## src/hdl/eulerian_circuit_check_defines.svh

```systemverilog
// Assertion macros shared by the Eulerian circuit check RTL.
// Needs clk_i and rst_ni in the scope where a macro is used.
`ifndef EULERIAN_CIRCUIT_CHECK_DEFINES_SVH
`define EULERIAN_CIRCUIT_CHECK_DEFINES_SVH

// Same-cycle property, checked on every rising edge outside reset
`define ECC_ASSERT(lbl, prop, msg) \
  lbl: assert property (@(posedge clk_i) disable iff (!rst_ni) prop) else $error(msg);

// Condition in one cycle implies a consequence in the next cycle
`define ECC_ASSERT_NEXT(lbl, ante, cons, msg) \
  lbl: assert property (@(posedge clk_i) disable iff (!rst_ni) (ante) |=> (cons)) \
    else $error(msg);

`endif

```

## src/hdl/ecc_pkg.sv

```systemverilog
// Shared constants, payload and command types for the Eulerian circuit check.
// No dependencies; imported by the front, queue, back, top level and testbench.
package ecc_pkg;

  // Graph bounds
  localparam int MAX_VERTICES = 1024;
  localparam int MAX_EDGES    = 4096;

  // Field widths fixed by the interface
  localparam int VTX_W  = 10;
  localparam int VCNT_W = 11;

  // Derived widths
  localparam int ADDR_W = $clog2(MAX_VERTICES);
  localparam int NV_W   = $clog2(MAX_VERTICES + 1);
  localparam int EDGE_W = $clog2(MAX_EDGES + 1);
  localparam int BAL_W  = EDGE_W + 1;
  localparam int JOIN_W = ADDR_W;

  // Command queue between front and back (power of two)
  localparam int Q_DEPTH = 4;
  localparam int QPTR_W  = $clog2(Q_DEPTH);

  // Action codes
  localparam logic ACT_EDGE = 1'b0;
  localparam logic ACT_EVAL = 1'b1;

  // Verdict codes
  localparam logic [1:0] VERDICT_NO    = 2'd0;
  localparam logic [1:0] VERDICT_YES   = 2'd1;
  localparam logic [1:0] VERDICT_MIXED = 2'd2;

  typedef struct packed {
    logic             action;
    logic [VTX_W-1:0] source_vertex;
    logic [VTX_W-1:0] dest_vertex;
    logic             is_directed;
  } ecc_in_t;

  typedef struct packed {
    logic [1:0] verdict;
    logic       overflow;
  } ecc_out_t;

  // Work handed from front to back
  typedef struct packed {
    logic              is_eval;
    logic [ADDR_W-1:0] src;
    logic [ADDR_W-1:0] dst;
    logic [NV_W-1:0]   scan_n;
    logic              need_scan;
    logic [1:0]        verdict;
    logic              all_directed;
    logic              dropped;
  } ecc_cmd_t;

  // One vertex entry: touched bit and two's complement balance (out minus in)
  typedef struct packed {
    logic             touched;
    logic [BAL_W-1:0] balance;
  } ecc_bal_t;

endpackage

```

## src/hdl/ecc_front.sv

```systemverilog
// Front end: config register, edge counters, range and bound checks.
// Depends on ecc_pkg; pushes commands into ecc_queue.
module ecc_front import ecc_pkg::*; (
  input  logic              clk_i,
  input  logic              rst_ni,
  input  logic              in_valid_i,
  output logic              in_ready_o,
  input  ecc_in_t           in_data_i,
  input  logic              cfg_valid_i,
  output logic              cfg_ready_o,
  input  logic [VCNT_W-1:0] cfg_data_i,
  input  logic              q_full_i,
  input  logic              init_done_i,
  output logic              push_o,
  output ecc_cmd_t          cmd_o
);

  logic [VCNT_W-1:0] vcount_q;
  logic [EDGE_W-1:0] edge_q;
  logic [EDGE_W-1:0] dir_q;
  logic              drop_q;

  logic [NV_W-1:0] n_eff;
  logic            accept;
  logic            is_eval;
  logic            at_bound;
  logic            in_range;

  // Clamp the vertex count to the store size
  assign n_eff = (32'(vcount_q) > MAX_VERTICES) ? NV_W'(MAX_VERTICES) : NV_W'(vcount_q);

  assign cfg_ready_o = 1'b1;
  assign in_ready_o  = init_done_i && !q_full_i;
  assign accept      = in_valid_i && in_ready_o;
  assign is_eval     = (in_data_i.action == ACT_EVAL);
  assign at_bound    = (32'(edge_q) >= MAX_EDGES);
  assign in_range    = (32'(in_data_i.source_vertex) < 32'(n_eff)) &&
                       (32'(in_data_i.dest_vertex) < 32'(n_eff));

  // Forward evaluates and counted edges; drop the rest here
  assign push_o = accept && (is_eval || (!at_bound && in_range));

  // Classify an evaluate from the counters
  always_comb begin
    cmd_o              = '0;
    cmd_o.is_eval      = is_eval;
    cmd_o.src          = ADDR_W'(in_data_i.source_vertex);
    cmd_o.dst          = ADDR_W'(in_data_i.dest_vertex);
    cmd_o.scan_n       = n_eff;
    cmd_o.all_directed = (dir_q == edge_q);
    cmd_o.dropped      = drop_q;
    cmd_o.need_scan    = 1'b0;
    cmd_o.verdict      = VERDICT_NO;
    if (n_eff == '0) begin
      cmd_o.verdict = VERDICT_NO;
    end else if (edge_q == '0) begin
      cmd_o.verdict = VERDICT_YES;
    end else if (dir_q != '0 && dir_q != edge_q) begin
      cmd_o.verdict = VERDICT_MIXED;
    end else begin
      cmd_o.need_scan = 1'b1;
    end
  end

  // Update register and counters
  always_ff @(posedge clk_i or negedge rst_ni) begin
    if (!rst_ni) begin
      vcount_q <= '0;
      edge_q   <= '0;
      dir_q    <= '0;
      drop_q   <= 1'b0;
    end else begin
      if (cfg_valid_i && cfg_ready_o) begin
        vcount_q <= cfg_data_i;
      end
      if (accept) begin
        if (is_eval) begin
          edge_q <= '0;
          dir_q  <= '0;
          drop_q <= 1'b0;
        end else if (at_bound) begin
          drop_q <= 1'b1;
        end else if (in_range) begin
          edge_q <= edge_q + EDGE_W'(1);
          if (in_data_i.is_directed) begin
            dir_q <= dir_q + EDGE_W'(1);
          end
        end
      end
    end
  end

endmodule

```

## config.mk

```make
export PLATFORM = sky130hd
export DESIGN_NAME = ecc_front
export DESIGN_NICKNAME = d
export VERILOG_FILES = /design/src/hdl/eulerian_circuit_check_defines.svh /design/src/hdl/ecc_pkg.sv /design/src/hdl/ecc_front.sv
export SDC_FILE = /design/constraint.sdc
export NUM_CORES = 1
export LEC_CHECK = 0
export ABC_AREA = 1
export BUFFER_PORTS_ARGS = -buffer_cell sky130_fd_sc_hd__clkbuf_2
export CAP_MARGIN = 40
export CORE_ASPECT_RATIO = 1.2
export CORE_MARGIN = 2
export CORE_UTILIZATION = 40
export DETAILED_ROUTE_END_ITERATION = 10
export GPL_ROUTABILITY_DRIVEN = 0
export PLACE_DENSITY = 0.69
export REMOVE_ABC_BUFFERS = 1
export SYNTH_ARGS = -nofsm -noshare
export SYNTH_HDL_FRONTEND = slang
export SYNTH_SLANG_ARGS = --single-unit
```

## constraint.sdc

```tcl
create_clock -name clk_i -period 5.8 [get_ports clk_i]
set_input_delay 0 -clock clk_i [delete_from_list [all_inputs] [get_ports clk_i]]
set_output_delay 0 -clock clk_i [all_outputs]
set_load 0.01 [all_outputs]
```

==> summary.txt <==
Die
  • # IOs: 79
  • Core ar.: 7620 um^2
  • Full die area: 8540 um^2
  • Die Wd: 84.7 um
  • Die Y: 101 um
  • Site row count: 35
  • Initial Utilization: 41.0%

Clock network
  • CTS Buf Count: 5
  • Clock transition at path regs: 70 ps
  • Worst skew pair latency: 290 ps
  • Clk root buf: clkbuf_8
  • CTS tree: built
  • Clk buf depth: 2
  • CTS sink count: 38
  • CTS H-tree depth: 2
  • CTS resizes: 0
  • CTS Hold Bufs: 12
  • Post-CTS setup buffer count: 0

Synthesis
  • Synth top area share: 30.4%
  • Synthesis Warnings: 0
  • Synth area leader: dfrtp_1
  • Register area share after synthesis: 30.4%
  • Post-synth EDFFs: 0
  • Synth cell count leaders: 108 x nand2_1, 56 x inv_1, 50 x nor2_1
  • Area of the mapped netlist: 3120 um^2
  • Netlist cell types: 38
  • Post-Syn Area per Cell: 6.91 um^2
  • Post-synth top flop: dfrtp_1
  • Post-synth ARST share: 100%
  • Most frequent cell after synthesis: nand2_1
  • Mapped Cells: 452
  • Register bit total from synthesis: 38
  • Synth top area cells: dfrtp_1 30%, nand2_1 13%, ha_1 8.8%, inv_1 6.7%, nand3_1 6.7%

Power
  • P per Cell Area: 209 nW/um^2
  • Logic gate share of total power: 33.7%
  • P_sw: 272 uW
  • Leak pwr: 0.00189 uW
  • Final Power: 755 uW
  • Peak VDD IR: 145 uV
  • Switching part of the total power: 36.1%
  • Clock power frac: 24.5%
  • Int Pwr: 483 uW
  • Flop pwr share: 41.8%

Drt
  • DR iter-0 viols: 165
  • Remaining DRCs: 0
  • Drt pass-1 iters: 5
  • Final WL: 7.86 mm
  • Vias: 3086
  • Antenna viol nets, final: 0
  • Via density: 5.13
  • Routed len/inst: 13.1 um

Worst setup path
  • Critical path's largest stage delay: 430 ps
  • Setup crit start kind: register
  • Crit Path Max Fanout: 14
  • Worst EP arrival: 3200 ps
  • Worst setup EP type: primary output
  • Critical path buffers and inverters: 3
  • Critical path required time: 5800 ps
  • CP max stage cell: dfrtp_1
  • Setup CP Type: reg -> out
  • Worst Setup SP: vcount_q[0]
  • Cell Chain, Critical Path: nor2_1 > nand3_1 > o21bai_4 > inv_1 > nor2_1 > inv_1 > ha_1 > nand2_1 > nor3_1 > nor3b_1 > nand2_2 > nand4_4 > nand2_4 > clkbuf_2
  • CP top delay family: simple AND/OR/NAND/NOR gates
  • Critical R2R Launch: vcount_q[0]

Timing
  • Setup TNS: 0 ps
  • Slew headroom: 66.3%
  • Maximum achievable frequency: 313 MHz
  • Max-slew violations: 0
  • Clk_skew: 3.29 ps
  • Unrepaired setup endpoints after global routing: no
  • Tmin final: 3200 ps
  • Tightest Pin Transition: 505 ps
  • Hold Violations, Final: 0
  • Final setup viols: 0
  • Final Cycle Share: 55.1%

Global routing
  • Vias in the first global route: 2999
  • Initial antenna violation count: 0
  • First-pass GRT wire length: 13.6 mm
  • Grt total ovfl: 0
  • Largest net degree at the start of global routing: 27
  • Total GRT Usage: 19.5%

Cells and area
  • Synthesis-to-layout area growth: 15.6%
  • Final Cell Area: 3610 um^2
  • Final Util: 47.4%
  • Share of layout cells above drive strength 1: 19.6%
  • Register Area: 951 um^2
  • Area of the multi-input gates: 1700 um^2
  • Nets@finish: 572
  • Diode count: 0
  • FILL cells: 813

Run status
  • Status: complete, no violations

Placement
  • Buffers added on ports: 77
  • DPL Wire Length: 6.14 mm
  • Placement Cell Area: 3410 um^2

Flow run
  • Maxcap violations: 0

Worst hold path
  • Hold WC Path Type: in -> async
## per-stage QoR
stage               setup slack [ps]  std cells  hold WS, ps
detailed placement              2730        584        -78.0
CTS                             2590        602          161
finish                          2600        602          146
global placement                2720        582          208
global route                    2310        602          179
floorplan                       3180        413         -296
## metal layers
metal  share of wire [%]  global-route usage (%)  vias up
li1                    -                       -     1557
met1                  42                    23.3     1411
met2                  51                    36.5      108
met3                 5.3                    2.62       10
met4                 1.6                    5.01        0
met5                   0                       0        -
## final timing paths
kind                       cells past startpoint  slack (ps)        end
min in group clk_i                             4         170     drop_q
hold reg to reg                                1         510     drop_q
setup reg to reg                              15        2700   dir_q[2]
max in group asynchronous                      3        5190   dir_q[5]
hold / removal                                 2         150  edge_q[3]
setup / recovery                              14        2600     push_o
## worst register-to-register path, stage by stage (launching register included)
cell	delay, ps
dfrtp_1	430
nor2_1	130
nand3_1	120
o21bai_4	190
inv_1	160
nor2_1	230
inv_1	100
ha_1	300
nand2_1	60
nor3_1	240
nor3b_1	280
nand2_2	130
nand4_4	210
nand2_2	220
nand2_1	130
nand2_1	60
## power by group through the flow
stage                     clock network, uW  logic (uW)  registers (uW)
after global routing                    201         293             318
after floorplan                           0         155             310
after detailed placement                  0         248             319
final                                   185         254             315
after CTS                               190         256             314
after global placement                    0         241             318
## state kept, by name, indices dropped and copies added (netlist names)
signal / count
drop_q: 1
dir_q: 13
vcount_q: 11
edge_q: 13
## kinds of logic (layout without fill, tap and decap cells)
| logic type | Yosys count | after routing | synth area share [%] |
|---|---|---|---|
| simple gates | 234 | 234 | 33.4 |
| buf+inv | 97 | 155 | 15.0 |
| compound gates | 51 | 51 | 9.65 |
| flops | 38 | 38 | 30.4 |
| fa+ha+maj | 22 | 22 | 8.81 |
| xor+xnor | 8 | 8 | 2.24 |
| other cells | 1 | 1 | 0.120 |
| mux | 1 | 1 | 0.360 |
## cell type report
type | count | share of cell area (%)
Timing Repair Buffer | 91 | 15.0
Tap cell | 92 | 3.19
Inverter | 58 | 6.03
Sequential cell | 38 | 26.3
Multi-Input combinational cell | 317 | 47.2
Clock buffer | 6 | 2.29
## cells in the final DEF, fill, tap and decap left out, types with 2 or more instances in the layout
cell / synthesis / final
inv_2: 2 / 2
xnor2_1: 4 / 4
nor2_1: 50 / 50
o21ai_0: 18 / 18
o31ai_1: 3 / 3
inv_1: 56 / 56
nor4_1: 3 / 3
xor2_1: 4 / 4
dlygate4sd3_1: 0 / 12
o2111ai_1: 2 / 2
ha_1: 22 / 22
o21ai_1: 2 / 2
nand2_1: 108 / 108
nand2_2: 3 / 3
nand4_1: 4 / 4
clkbuf_2: 0 / 77
a21oi_1: 19 / 19
clkbuf_8: 0 / 6
nand3_1: 42 / 42
nand4_4: 2 / 2
dfrtp_1: 38 / 38
nor2_2: 3 / 3
nor3_1: 14 / 14
a221oi_1: 2 / 2
No activity file was read; power rests on OpenSTA's default activity.
