### src/hdl/eulerian_circuit_check_defines.svh
// Assertion macros shared by the Eulerian circuit check RTL.
// Needs clk_i and rst_ni in the scope where a macro is used.
`ifndef EULERIAN_CIRCUIT_CHECK_DEFINES_SVH
`define EULERIAN_CIRCUIT_CHECK_DEFINES_SVH

// Same-cycle property, checked on every rising edge outside reset
`define ECC_ASSERT(lbl, prop, msg) \
  lbl: assert property (@(posedge clk_i) disable iff (!rst_ni) prop) else $error(msg);

// Condition in one cycle implies a consequence in the next cycle
`define ECC_ASSERT_NEXT(lbl, ante, cons, msg) \
  lbl: assert property (@(posedge clk_i) disable iff (!rst_ni) (ante) |=> (cons)) \
    else $error(msg);

`endif

### src/hdl/ecc_pkg.sv
// Shared constants, payload and command types for the Eulerian circuit check.
// No dependencies; imported by the front, queue, back, top level and testbench.
package ecc_pkg;

  // Graph bounds
  localparam int MAX_VERTICES = 1024;
  localparam int MAX_EDGES    = 4096;

  // Field widths fixed by the interface
  localparam int VTX_W  = 10;
  localparam int VCNT_W = 11;

  // Derived widths
  localparam int ADDR_W = $clog2(MAX_VERTICES);
  localparam int NV_W   = $clog2(MAX_VERTICES + 1);
  localparam int EDGE_W = $clog2(MAX_EDGES + 1);
  localparam int BAL_W  = EDGE_W + 1;
  localparam int JOIN_W = ADDR_W;

  // Command queue between front and back (power of two)
  localparam int Q_DEPTH = 4;
  localparam int QPTR_W  = $clog2(Q_DEPTH);

  // Action codes
  localparam logic ACT_EDGE = 1'b0;
  localparam logic ACT_EVAL = 1'b1;

  // Verdict codes
  localparam logic [1:0] VERDICT_NO    = 2'd0;
  localparam logic [1:0] VERDICT_YES   = 2'd1;
  localparam logic [1:0] VERDICT_MIXED = 2'd2;

  typedef struct packed {
    logic             action;
    logic [VTX_W-1:0] source_vertex;
    logic [VTX_W-1:0] dest_vertex;
    logic             is_directed;
  } ecc_in_t;

  typedef struct packed {
    logic [1:0] verdict;
    logic       overflow;
  } ecc_out_t;

  // Work handed from front to back
  typedef struct packed {
    logic              is_eval;
    logic [ADDR_W-1:0] src;
    logic [ADDR_W-1:0] dst;
    logic [NV_W-1:0]   scan_n;
    logic              need_scan;
    logic [1:0]        verdict;
    logic              all_directed;
    logic              dropped;
  } ecc_cmd_t;

  // One vertex entry: touched bit and two's complement balance (out minus in)
  typedef struct packed {
    logic             touched;
    logic [BAL_W-1:0] balance;
  } ecc_bal_t;

endpackage

### src/hdl/ecc_queue.sv
// Short command queue between front and back, registers with a head read.
// Depends on ecc_pkg.
`include "eulerian_circuit_check_defines.svh"
module ecc_queue import ecc_pkg::*; (
  input  logic     clk_i,
  input  logic     rst_ni,
  input  logic     push_i,
  input  ecc_cmd_t cmd_i,
  input  logic     pop_i,
  output ecc_cmd_t cmd_o,
  output logic     full_o,
  output logic     empty_o
);

  ecc_cmd_t          slot_q [Q_DEPTH];
  logic [QPTR_W-1:0] wr_q;
  logic [QPTR_W-1:0] rd_q;
  logic [QPTR_W:0]   cnt_q;

  // Store pushed commands
  always_ff @(posedge clk_i) begin
    if (push_i) begin
      slot_q[wr_q] <= cmd_i;
    end
  end

  // Advance pointers and fill count
  always_ff @(posedge clk_i or negedge rst_ni) begin
    if (!rst_ni) begin
      wr_q  <= '0;
      rd_q  <= '0;
      cnt_q <= '0;
    end else begin
      if (push_i) begin
        wr_q <= wr_q + QPTR_W'(1);
      end
      if (pop_i) begin
        rd_q <= rd_q + QPTR_W'(1);
      end
      if (push_i && !pop_i) begin
        cnt_q <= cnt_q + (QPTR_W + 1)'(1);
      end else if (pop_i && !push_i) begin
        cnt_q <= cnt_q - (QPTR_W + 1)'(1);
      end
    end
  end

  assign cmd_o   = slot_q[rd_q];
  assign full_o  = (cnt_q == (QPTR_W + 1)'(Q_DEPTH));
  assign empty_o = (cnt_q == '0);

  `ECC_ASSERT(a_push_room, push_i |-> !full_o, "command pushed into a full queue")
  `ECC_ASSERT(a_pop_data, pop_i |-> !empty_o, "command popped from an empty queue")

endmodule

### config.mk
export PLATFORM = sky130hd
export DESIGN_NAME = ecc_queue
export DESIGN_NICKNAME = d
export VERILOG_FILES = /design/src/hdl/ecc_pkg.sv /design/src/hdl/ecc_queue.sv
export VERILOG_INCLUDE_DIRS = /design/src /design/src/hdl
export SDC_FILE = /design/constraint.sdc
export NUM_CORES = 1
export LEC_CHECK = 0
export ABC_AREA = 1
export BUFFER_PORTS_ARGS = -buffer_cell sky130_fd_sc_hd__buf_2
export CAP_MARGIN = 30
export CORE_MARGIN = 1.5
export CORE_UTILIZATION = 25
export CTS_BUF_LIST = sky130_fd_sc_hd__clkbuf_8 sky130_fd_sc_hd__clkbuf_16
export CTS_CLUSTER_SIZE = 10
export DETAILED_ROUTE_END_ITERATION = 10
export PLACE_DENSITY = 0.41
export REMOVE_ABC_BUFFERS = 1
export SYNTH_ARGS = -nofsm -noshare
export SYNTH_HDL_FRONTEND = slang
export SYNTH_SLANG_ARGS = --single-unit
### constraint.sdc
create_clock -name clk_i -period 2.35 [get_ports clk_i]
set_input_delay 0.1175 -clock clk_i [delete_from_list [all_inputs] [get_ports clk_i]]
set_output_delay 0.1175 -clock clk_i [all_outputs]
set_load 0.01 [all_outputs]
==> impl_metrics.env, run 1 <==
export IMPL_clk_pin_slew_worst_paths_ps=60
export IMPL_dieWidth_um=162.6
export IMPL_synth_ff_type="edfxtp_1"
export IMPL_area_delta_synth_final_pct=27.48
export IMPL_setup_ws_ps=296.1
export IMPL_synth_area_per_cell_um2=13.27
export IMPL_holdCritPathClass="in -> async"
export IMPL_cts_buffers=17
export IMPL_wl_per_cell_um=14.85
export IMPL_cts_tree="yes"
export IMPL_yosys_warnings=0
export IMPL_grt_use_total_pct=11.14
export IMPL_detail_route_antenna_nets=0
export IMPL_finalCritPeriodShare_pct=87.40
export IMPL_start_util_pct=25.37
export IMPL_die_area_um2=26450
export IMPL_synth_enable_flop_cells=148
export IMPL_grt_pass1_vias=3761
export IMPL_holdWs_ps=62.08
export IMPL_worstSetupPathType="reg -> out"
export IMPL_setup_tns_ps=0
export IMPL_finClkSkew_ps=9.123
export IMPL_rsz0062_at_grt="false"
export IMPL_io_pins=80
export IMPL_path_delay_family="buffers and inverters"
export IMPL_clock_sinks=155
export IMPL_place_gp_congestion=0.7038
export IMPL_io_buffers=79
export IMPL_nNetsFinal=652
export IMPL_fmax_mhz=486.9
export IMPL_synth_cell_types=18
export IMPL_antenna_found_initial=1
export IMPL_final_setup_viol_count=0
export IMPL_drv_cap=0
export IMPL_place_ws_ps=581.8
export IMPL_yosysSeqAreaShare_pct=72.52
export IMPL_worstPathArrival_ps=1940
export IMPL_vias=3833
export IMPL_diodes=0
export IMPL_maxSlewViolCount=0
export IMPL_wl_met3_um=629
export IMPL_cts_resized=0
export IMPL_htreeDepth=4
export IMPL_die_h_um=162.6
export IMPL_ys_ff_latch=155
export IMPL_overflow=0
export IMPL_fin_crit_ps=2054
export IMPL_first_pass_iters=4
export IMPL_status="complete, no violations"
export IMPL_crit_buf_inv=3
export IMPL_wl_met1_um=6751
export IMPL_final_util_pct=32.34
export IMPL_path_max_fanout=20
export IMPL_cpMaxStageDelayCell="dfrtp_2"
export IMPL_synth_async_reset_ratio_pct=4.516
export IMPL_p_leak_nw=3.250
export IMPL_crit_path_max_incr_delay_ps=400
export IMPL_fillers=2531
export IMPL_grt_max_degree=59
export IMPL_powerDensity_nw_per_um2=1206
export IMPL_rows=58
export IMPL_final_common_cell="edfxtp_1"
export IMPL_cts_buffer_depth=2
export IMPL_slew_headroom_pct=65.02
export IMPL_start_kind="register"
export IMPL_worst_slew_pin_slew_ps=524.8
export IMPL_vias_per_cell=4.043
export IMPL_first_iter_violations=192
export IMPL_grt_pass1_wl_um=21600
export IMPL_path_cells="inv_2 > buf_4 > o211ai_1 > nand2_1 > buf_2"
export IMPL_crit_required_ps=2230
export IMPL_crit_path_end_kind="primary output"
export IMPL_drive_gt1_share_pct=22.82
export IMPL_core_um2=25110
export IMPL_place_hpwl_um=8513
export IMPL_hold_viol_final=0
export IMPL_ir_drop_v=0.0003964
export IMPL_multi_input_area_um2=1225
export IMPL_met2_length_um=6534
export IMPL_layout_common_cells="edfxtp_1, nand2_1, inv_1"
export IMPL_cts_root_buf="clkbuf_16"
export IMPL_clock_latency_ps=420
export IMPL_syn_inst=480
export IMPL_dr_max_layer_used="met5"
export IMPL_routed_wl_um=14080
export IMPL_register_area_um2=4624
export IMPL_synth_cell_area_um2=6370
export IMPL_drc=0
[kinds of logic (layout without fill, tap and decap cells)]
kind of cell / count (synthesis) / count (layout) / share of synthesized area, %
compound gates: 75 / 75 / 9.743
xor+xnor: 4 / 4 / 0.5501
fa+ha+maj: 6 / 6 / 1.296
buf+inv: 112 / 250 / 8.250
flops: 155 / 155 / 72.52
simple gates: 128 / 128 / 7.641
[stage by stage]
step | total power [mW] | instances | instance area, µm²
2_1_floorplan | 5.723 | 454 | 6167
3_3_place_gp | 7.196 | 875 | 7133
3_5_place_dp | 7.247 | 875 | 7133
4_1_cts | 9.942 | 947 | 8100
5_1_grt | 10.45 | 948 | 8120
6_report | 9.797 | 948 | 8120
[repair_timing]
| item | in CTS | in global routing |
|---|---|---|
| setup endpoints to repair | 0 | 1 |
| hold endpoints to repair | 159 | 0 |
| hold buffers | 40 | 0 |
| buffers inserted | 0 | 1 |
[path summary, 6_finish.rpt]
path / slack (ps) / start / endpoint / cells past startpoint
setup / recovery: 300 / rd_q[1] / cmd_o[29] / 5
hold / removal: 60 / rst_ni / wr_q[0] / 2
setup reg to reg: 720 / wr_q[0] / slot_q[2][9] / 5
hold reg to reg: 510 / cnt_q[2] / cnt_q[2] / 2
max in group asynchronous: 2100 / rst_ni / rd_q[0] / 2
min in group clk_i: 450 / cmd_i[5] / slot_q[3][5] / 2
[layer usage]
layer	up-vias	track usage, %
met5	-	0
met4	2	3.753
met3	15	3.438
met2	72	17.31
met1	1839	14.73
li1	1905	-
[Yosys cell counts (2+ instances only)]
cell type    n  area share, %
edfxtp_1   148             70
xor2_1       3           0.41
inv_1       86            5.1
buf_2       12           0.94
o211ai_2    12            2.4
ha_1         5           0.98
dfrtp_1      7            2.7
o211ai_1    62            7.3
nor3_1       2           0.16
nand2_1    124            7.3
buf_6       11            1.9
buf_4        2           0.24
[final cells by class]
| cell class | instances | share of cell area [%] |
|---|---|---|
| Tap cell | 330 | 5.085 |
| Multi-Input combinational cell | 213 | 15.08 |
| Timing Repair Buffer | 132 | 11.93 |
| Clock buffer | 17 | 5.239 |
| Clock inverter | 15 | 1.741 |
| Inverter | 86 | 3.975 |
| Sequential cell | 155 | 56.95 |
[flip-flops by register name (all words and copies together), names as in the netlist]
register / count
cnt_q: 3
slot_q: 148
wr_q: 2
rd_q: 2
[power by group]
group | switching (mW) | internal, mW
sequential | 0.252 | 3.63
clock | 1.13 | 1.48
combinational | 2.10 | 1.21
(Power assumes the default switching activity.)
==> run 2, diff against run 1 <==
BUFFER_PORTS_ARGS = -buffer_cell sky130_fd_sc_hd__buf_4   (was -buffer_cell sky130_fd_sc_hd__buf_2)
==> run 2 against run 1 <==
Effect of this change:
- register-to-register slack got worse by 100 ps
- clock-buffer cell count unchanged
- die area is the same
- fmax down 1.2%
- largest cell class unchanged
==> impl_metrics.env, run 2 (synthesis gave the netlist of run 1 again) <==
export IMPL_nNetsFinal=652
export IMPL_setup_ws_ps=271.9
export IMPL_antenna_found_initial=1
export IMPL_clk_pin_slew_worst_paths_ps=70
export IMPL_final_setup_viol_count=0
export IMPL_dieWidth_um=162.6
export IMPL_worstSetupPathType="reg -> out"
export IMPL_clock_sinks=155
export IMPL_place_hpwl_um=8730
export IMPL_worstPathArrival_ps=1960
export IMPL_first_pass_iters=6
export IMPL_core_um2=25110
export IMPL_use_met1_pct=14.56
export IMPL_wl_per_cell_um=14.73
export IMPL_crit_required_ps=2230
export IMPL_grt_use_total_pct=11.09
export IMPL_io_buffers=79
export IMPL_drc=0
export IMPL_rsz0062_at_grt="false"
export IMPL_path_delay_family="flip-flops"
export IMPL_hold_viol_final=0
export IMPL_overflow=0
export IMPL_grt_use_met2_pct=17.50
export IMPL_fin_crit_ps=2078
export IMPL_top_regs="slot_q: 148 flops, cnt_q: 3 flops"
export IMPL_crit_path_end_kind="primary output"
export IMPL_status="complete, no violations"
export IMPL_slew_headroom_pct=58.74
export IMPL_post_cts_repair_setup_buffers=0
export IMPL_cts_buffers=17
export IMPL_worstSetupStartpoint="rd_q[0]"
export IMPL_crit_path_max_incr_delay_ps=820
export IMPL_cts_resized=0
export IMPL_place_ws_ps=574.7
export IMPL_start_util_pct=25.37
export IMPL_cts_root_buf="clkbuf_16"
export IMPL_routed_wl_um=13980
export IMPL_regMostFlops="slot_q"
export IMPL_largest_reg_flops=148
export IMPL_die_h_um=162.6
export IMPL_r2r_start="wr_q[1]"
export IMPL_finClkSkew_ps=13.23
export IMPL_io_pins=80
export IMPL_vias=3792
export IMPL_first_iter_violations=182
export IMPL_ir_drop_v=0.0004865
export IMPL_path_max_fanout=54
export IMPL_cts_tree="yes"
export IMPL_p_leak_nw=3.340
export IMPL_place_gp_congestion=0.6926
export IMPL_htreeDepth=4
export IMPL_holdCritPathClass="in -> async"
export IMPL_start_kind="register"
export IMPL_grt_max_degree=55
export IMPL_drive_gt1_share_pct=22.65
export IMPL_top_usage_layer="met2"
export IMPL_worst_slew_pin_slew_ps=619.0
export IMPL_powerDensity_nw_per_um2=1233
export IMPL_grt_pass1_wl_um=21640
export IMPL_fmax_mhz=481.2
export IMPL_clock_latency_ps=420
export IMPL_detail_route_antenna_nets=0
export IMPL_finalCritPeriodShare_pct=88.43
export IMPL_cts_buffer_depth=2
export IMPL_rows=58
export IMPL_crit_buf_inv=2
export IMPL_die_area_um2=26450
export IMPL_area_delta_synth_final_pct=31.29
export IMPL_final_util_pct=33.31
export IMPL_fillers=2496
export IMPL_grt_pass1_vias=3795
export IMPL_cpMaxStageDelayCell="dfrtp_4"
export IMPL_drv_cap=0
export IMPL_layout_common_cells="edfxtp_1, nand2_1, buf_4"
export IMPL_path_cells="buf_4 > nand2_1 > o211ai_1 > nand2_1 > buf_4"
export IMPL_grt_use_met3_pct=3.463
export IMPL_vias_per_cell=3.996
export IMPL_final_common_cell="edfxtp_1"
export IMPL_maxSlewViolCount=0
## run 2: cell count changes in the layout (fill, tap and decap cells not counted)
| cell | change |
|---|---|
| bufinv_16 | +3 |
| buf_4 | +80 |
| clkinv_1 | +1 |
| clkinvlp_4 | -1 |
| buf_12 | -1 |
| buf_2 | -79 |
| inv_6 | -1 |
| inv_8 | -2 |
| diode_2 | +1 |
## run 2: layout make-up
type | count | area, µm² | share of cell area [%]
flip-flops and latches | 155 | 4624 | 55.30
multi-input cells | 213 | 1225 | 14.65
repair buffers | 132 | 1154 | 13.79
clock buffers | 17 | 425.4 | 5.087
well taps | 330 | 412.9 | 4.937
inverters | 86 | 322.8 | 3.860
clock inverters | 15 | 196.4 | 2.349
diodes | 1 | 2.502 | 0.02992
## run 2: path summary, 6_finish.rpt
check / slack [ps] / cells after the start / end
worst max-delay path: 270 / 5 / cmd_o[31]
worst min-delay path: 50 / 2 / cnt_q[0]
worst max register to register: 620 / 5 / slot_q[1][10]
worst min register to register: 530 / 1 / wr_q[0]
max in group asynchronous: 2150 / 2 / rd_q[0]
min in group clk_i: 440 / 2 / slot_q[3][19]
## run 2: stage by stage
| step | instances | power, mW | hold slack [ps] | instance area [µm²] | TNS [ps] |
|---|---|---|---|---|---|
| 2_1_floorplan | 454 | 5.723 | -178.1 | 6167 | -35290 |
| 3_3_place_gp | 876 | 7.532 | -62.37 | 7338 | 0 |
| 3_5_place_dp | 876 | 7.584 | -59.21 | 7338 | 0 |
| 4_1_cts | 948 | 10.53 | 22.40 | 8361 | 0 |
| 5_1_grt | 949 | 10.98 | 50.26 | 8363 | 0 |
| 6_report | 949 | 10.31 | 48.98 | 8363 | 0 |
## run 2: routing by layer
metal  routed length, µm  vias up  share of wire (%)
li1                    -     1903                  -
met4                 148        0                1.1
met5                   0        -                  0
met3                 629       14                4.5
met2                6444       71                 46
met1                6759     1804                 48
## run 2: report_power, final
| group | total [mW] | internal, mW | switching [mW] |
|---|---|---|---|
| Clock | 2.87 | 1.78 | 1.09 |
| Combinational | 3.50 | 1.47 | 2.03 |
| Sequential | 3.93 | 3.63 | 0.306 |
| Total | 10.3 | 6.88 | 3.43 |
## run 2: repair_timing
item / 4_1_cts / 5_1_grt
setup endpoints to repair: 0 / 0
hold buffers: 40 / 0
endpoints found under the hold margin: 159 / 0
==> run 3, diff against run 2 <==
CORE_UTILIZATION = 57   (was 25)
PLACE_DENSITY = 0.79   (was 0.41)
==> run 3 against run 2 <==
Effect of this change:
- clock-buffer cell count stayed put
- final cell count is 20% lower
- combinational power hardly changed
- total power is 4.9% lower
- global-route usage is 9.9 points higher
- critical path depth stayed put
- first-iteration DRC count is 45% higher
- hold slack better by 300 ps
- sequential share of layout area is 2.2 points higher
- flip-flop and latch count stayed put
- sequential power is 1% lower
- largest cell class unchanged
- largest power group unchanged
==> impl_metrics.env, run 3 (synthesis gave the netlist of run 1 again) <==
export IMPL_nNetsFinal=651
export IMPL_first_pass_iters=5
export IMPL_detail_route_antenna_nets=0
export IMPL_setup_tns_ps=0
export IMPL_clock_sinks=155
export IMPL_p_switching_mw=3.296
export IMPL_met2_length_um=5988
export IMPL_vias_per_cell=5.192
export IMPL_path_cells="buf_4 > nand2_1 > o211ai_1 > nand2_1 > buf_4"
export IMPL_cts_buffers=17
export IMPL_finalCritPeriodShare_pct=89.49
export IMPL_overflow=0
export IMPL_crit_required_ps=2230
export IMPL_worstPathArrival_ps=1990
export IMPL_holdCritPathClass="in -> reg"
export IMPL_drv_cap=0
export IMPL_grt_use_total_pct=20.97
export IMPL_io_pins=80
export IMPL_finClkSkew_ps=5.803
export IMPL_place_hpwl_um=6890
export IMPL_drc=0
export IMPL_cts_root_buf="clkbuf_8"
export IMPL_clk_pin_slew_worst_paths_ps=60
export IMPL_clkPwrFrac_pct=24.8
export IMPL_io_buffers=79
export IMPL_place_area_um2=7077
export IMPL_cts_buffer_depth=2
export IMPL_start_util_pct=58.50
export IMPL_intPower_mw=6.503
export IMPL_final_util_pct=73.91
export IMPL_clock_latency_ps=510
export IMPL_fillers=664
export IMPL_layoutNonFillerInstCount=757
export IMPL_hold_viol_final=0
export IMPL_dr_max_layer_used="met4"
export IMPL_rsz0062_at_grt="false"
export IMPL_antenna_found_initial=0
export IMPL_vias=3930
export IMPL_largest_reg_flops=148
export IMPL_ir_drop_v=0.0007462
export IMPL_wl_per_cell_um=15.54
export IMPL_worst_slew_pin_slew_ps=547.7
export IMPL_crit_path_max_incr_delay_ps=660
export IMPL_postLayoutCellArea_um2=8048
export IMPL_rows=38
export IMPL_start_kind="register"
export IMPL_status="complete, no violations"
export IMPL_dp_cells=683
export IMPL_routed_wl_um=11760
export IMPL_core_um2=10890
export IMPL_maxSlewViolCount=0
export IMPL_p_total_mw=9.800
export IMPL_worstSetupPathType="reg -> out"
export IMPL_path_max_fanout=30
export IMPL_powerDensity_nw_per_um2=1218
export IMPL_layout_common_cells="edfxtp_1, nand2_1, buf_4"
export IMPL_slew_headroom_pct=63.43
export IMPL_power_frac_comb_pct=35.5
export IMPL_die_h_um=108.7
export IMPL_regMostFlops="slot_q"
export IMPL_p_leak_nw=3.294
export IMPL_cts_resized=0
export IMPL_final_setup_viol_count=0
export IMPL_crit_path_end_kind="primary output"
export IMPL_seqPwrFrac_pct=39.6
export IMPL_drive_gt1_share_pct=22.24
export IMPL_fmax_mhz=475.5
export IMPL_dieWidth_um=108.7
export IMPL_grt_pass1_vias=3824
export IMPL_cts_tree="yes"
export IMPL_first_iter_violations=264
export IMPL_area_delta_synth_final_pct=26.34
export IMPL_wl_met3_um=708
export IMPL_grt_max_degree=59
export IMPL_top_regs="slot_q: 148 flops, cnt_q: 3 flops"
export IMPL_cpMaxStageDelayCell="dfrtp_4"
export IMPL_place_gp_congestion=0.7283
export IMPL_htreeDepth=4
export IMPL_grt_pass1_wl_um=18200
export IMPL_final_common_cell="edfxtp_1"
export IMPL_fin_crit_ps=2103
export IMPL_die_area_um2=11820
export IMPL_wl_met1_um=4989
export IMPL_switching_share_pct=33.64
-- run 3: changes by cell type in the layout (fill, tap and decap cells not counted), sizes merged --
| cell | before | now |
|---|---|---|
| buf | 92 | 90 |
| clkinvlp | 4 | 5 |
| clkinv | 2 | 3 |
| bufinv | 4 | 1 |
| dlygate4sd3 | 40 | 41 |
-- run 3: final timing paths --
kind / start / endpoint / slack, ps / cells past startpoint
worst max-delay path: rd_q[0] / cmd_o[4] / 250 / 5
worst min-delay path: cmd_i[29] / slot_q[1][29] / 350 / 2
worst max register to register: wr_q[1] / slot_q[1][22] / 720 / 5
worst min register to register: cnt_q[2] / cnt_q[2] / 520 / 2
max in group asynchronous: rst_ni / rd_q[0] / 1520 / 3
min in group asynchronous: rst_ni / cnt_q[2] / 560 / 3
-- run 3: cell type report --
type	count	area, µm²	share of cell area, %
Sequential cell	155	4623	57.45
Multi-Input combinational cell	213	1225	15.22
Timing Repair Buffer	131	1161	14.43
Clock buffer	17	414.1	5.146
Inverter	86	322.8	4.011
Tap cell	140	175.2	2.177
Clock inverter	14	123.9	1.539
Antenna cell	1	2.502	0.03109
-- run 3: what timing repair did --
action / in CTS / in global routing
setup buffers: 0 / 1
hold buffers: 41 / 0
hold endpoints to repair: 159 / 0
setup endpoints to repair: 0 / 14
-- run 3: per-layer routing --
metal	GRT usage, %	up-vias
li1	-	1900
met1	25.98	1877
met2	35.49	147
met3	5.619	6
met4	7.801	0
met5	0	-
-- run 3: power by group through the flow --
stage	logic, mW	registers (mW)	clock network (mW)
3_5_place_dp	3.34	3.99	0
5_1_grt	3.85	3.93	2.59
2_1_floorplan	1.60	4.12	0
6_report	3.48	3.88	2.43
3_3_place_gp	3.25	3.96	0
4_1_cts	3.41	3.94	2.48
-- run 3: critical path: cells and delay by family, from the launching register on --
family / cells / cell delay [ps]
DFF: 1 / 660
and+or+nand+nor: 2 / 200
buffers and inverters: 2 / 510
AOI/OAI and AO/OA: 1 / 90
-- run 3: through the flow --
step | hold slack, ps | setup slack (ps)
floorplan | -178.1 | -911.8
global placement | -64.00 | 648.3
detailed placement | -63.67 | 581.9
CTS | 318.7 | 12.59
global route | 323.4 | 81.44
finish | 345.0 | 247.0
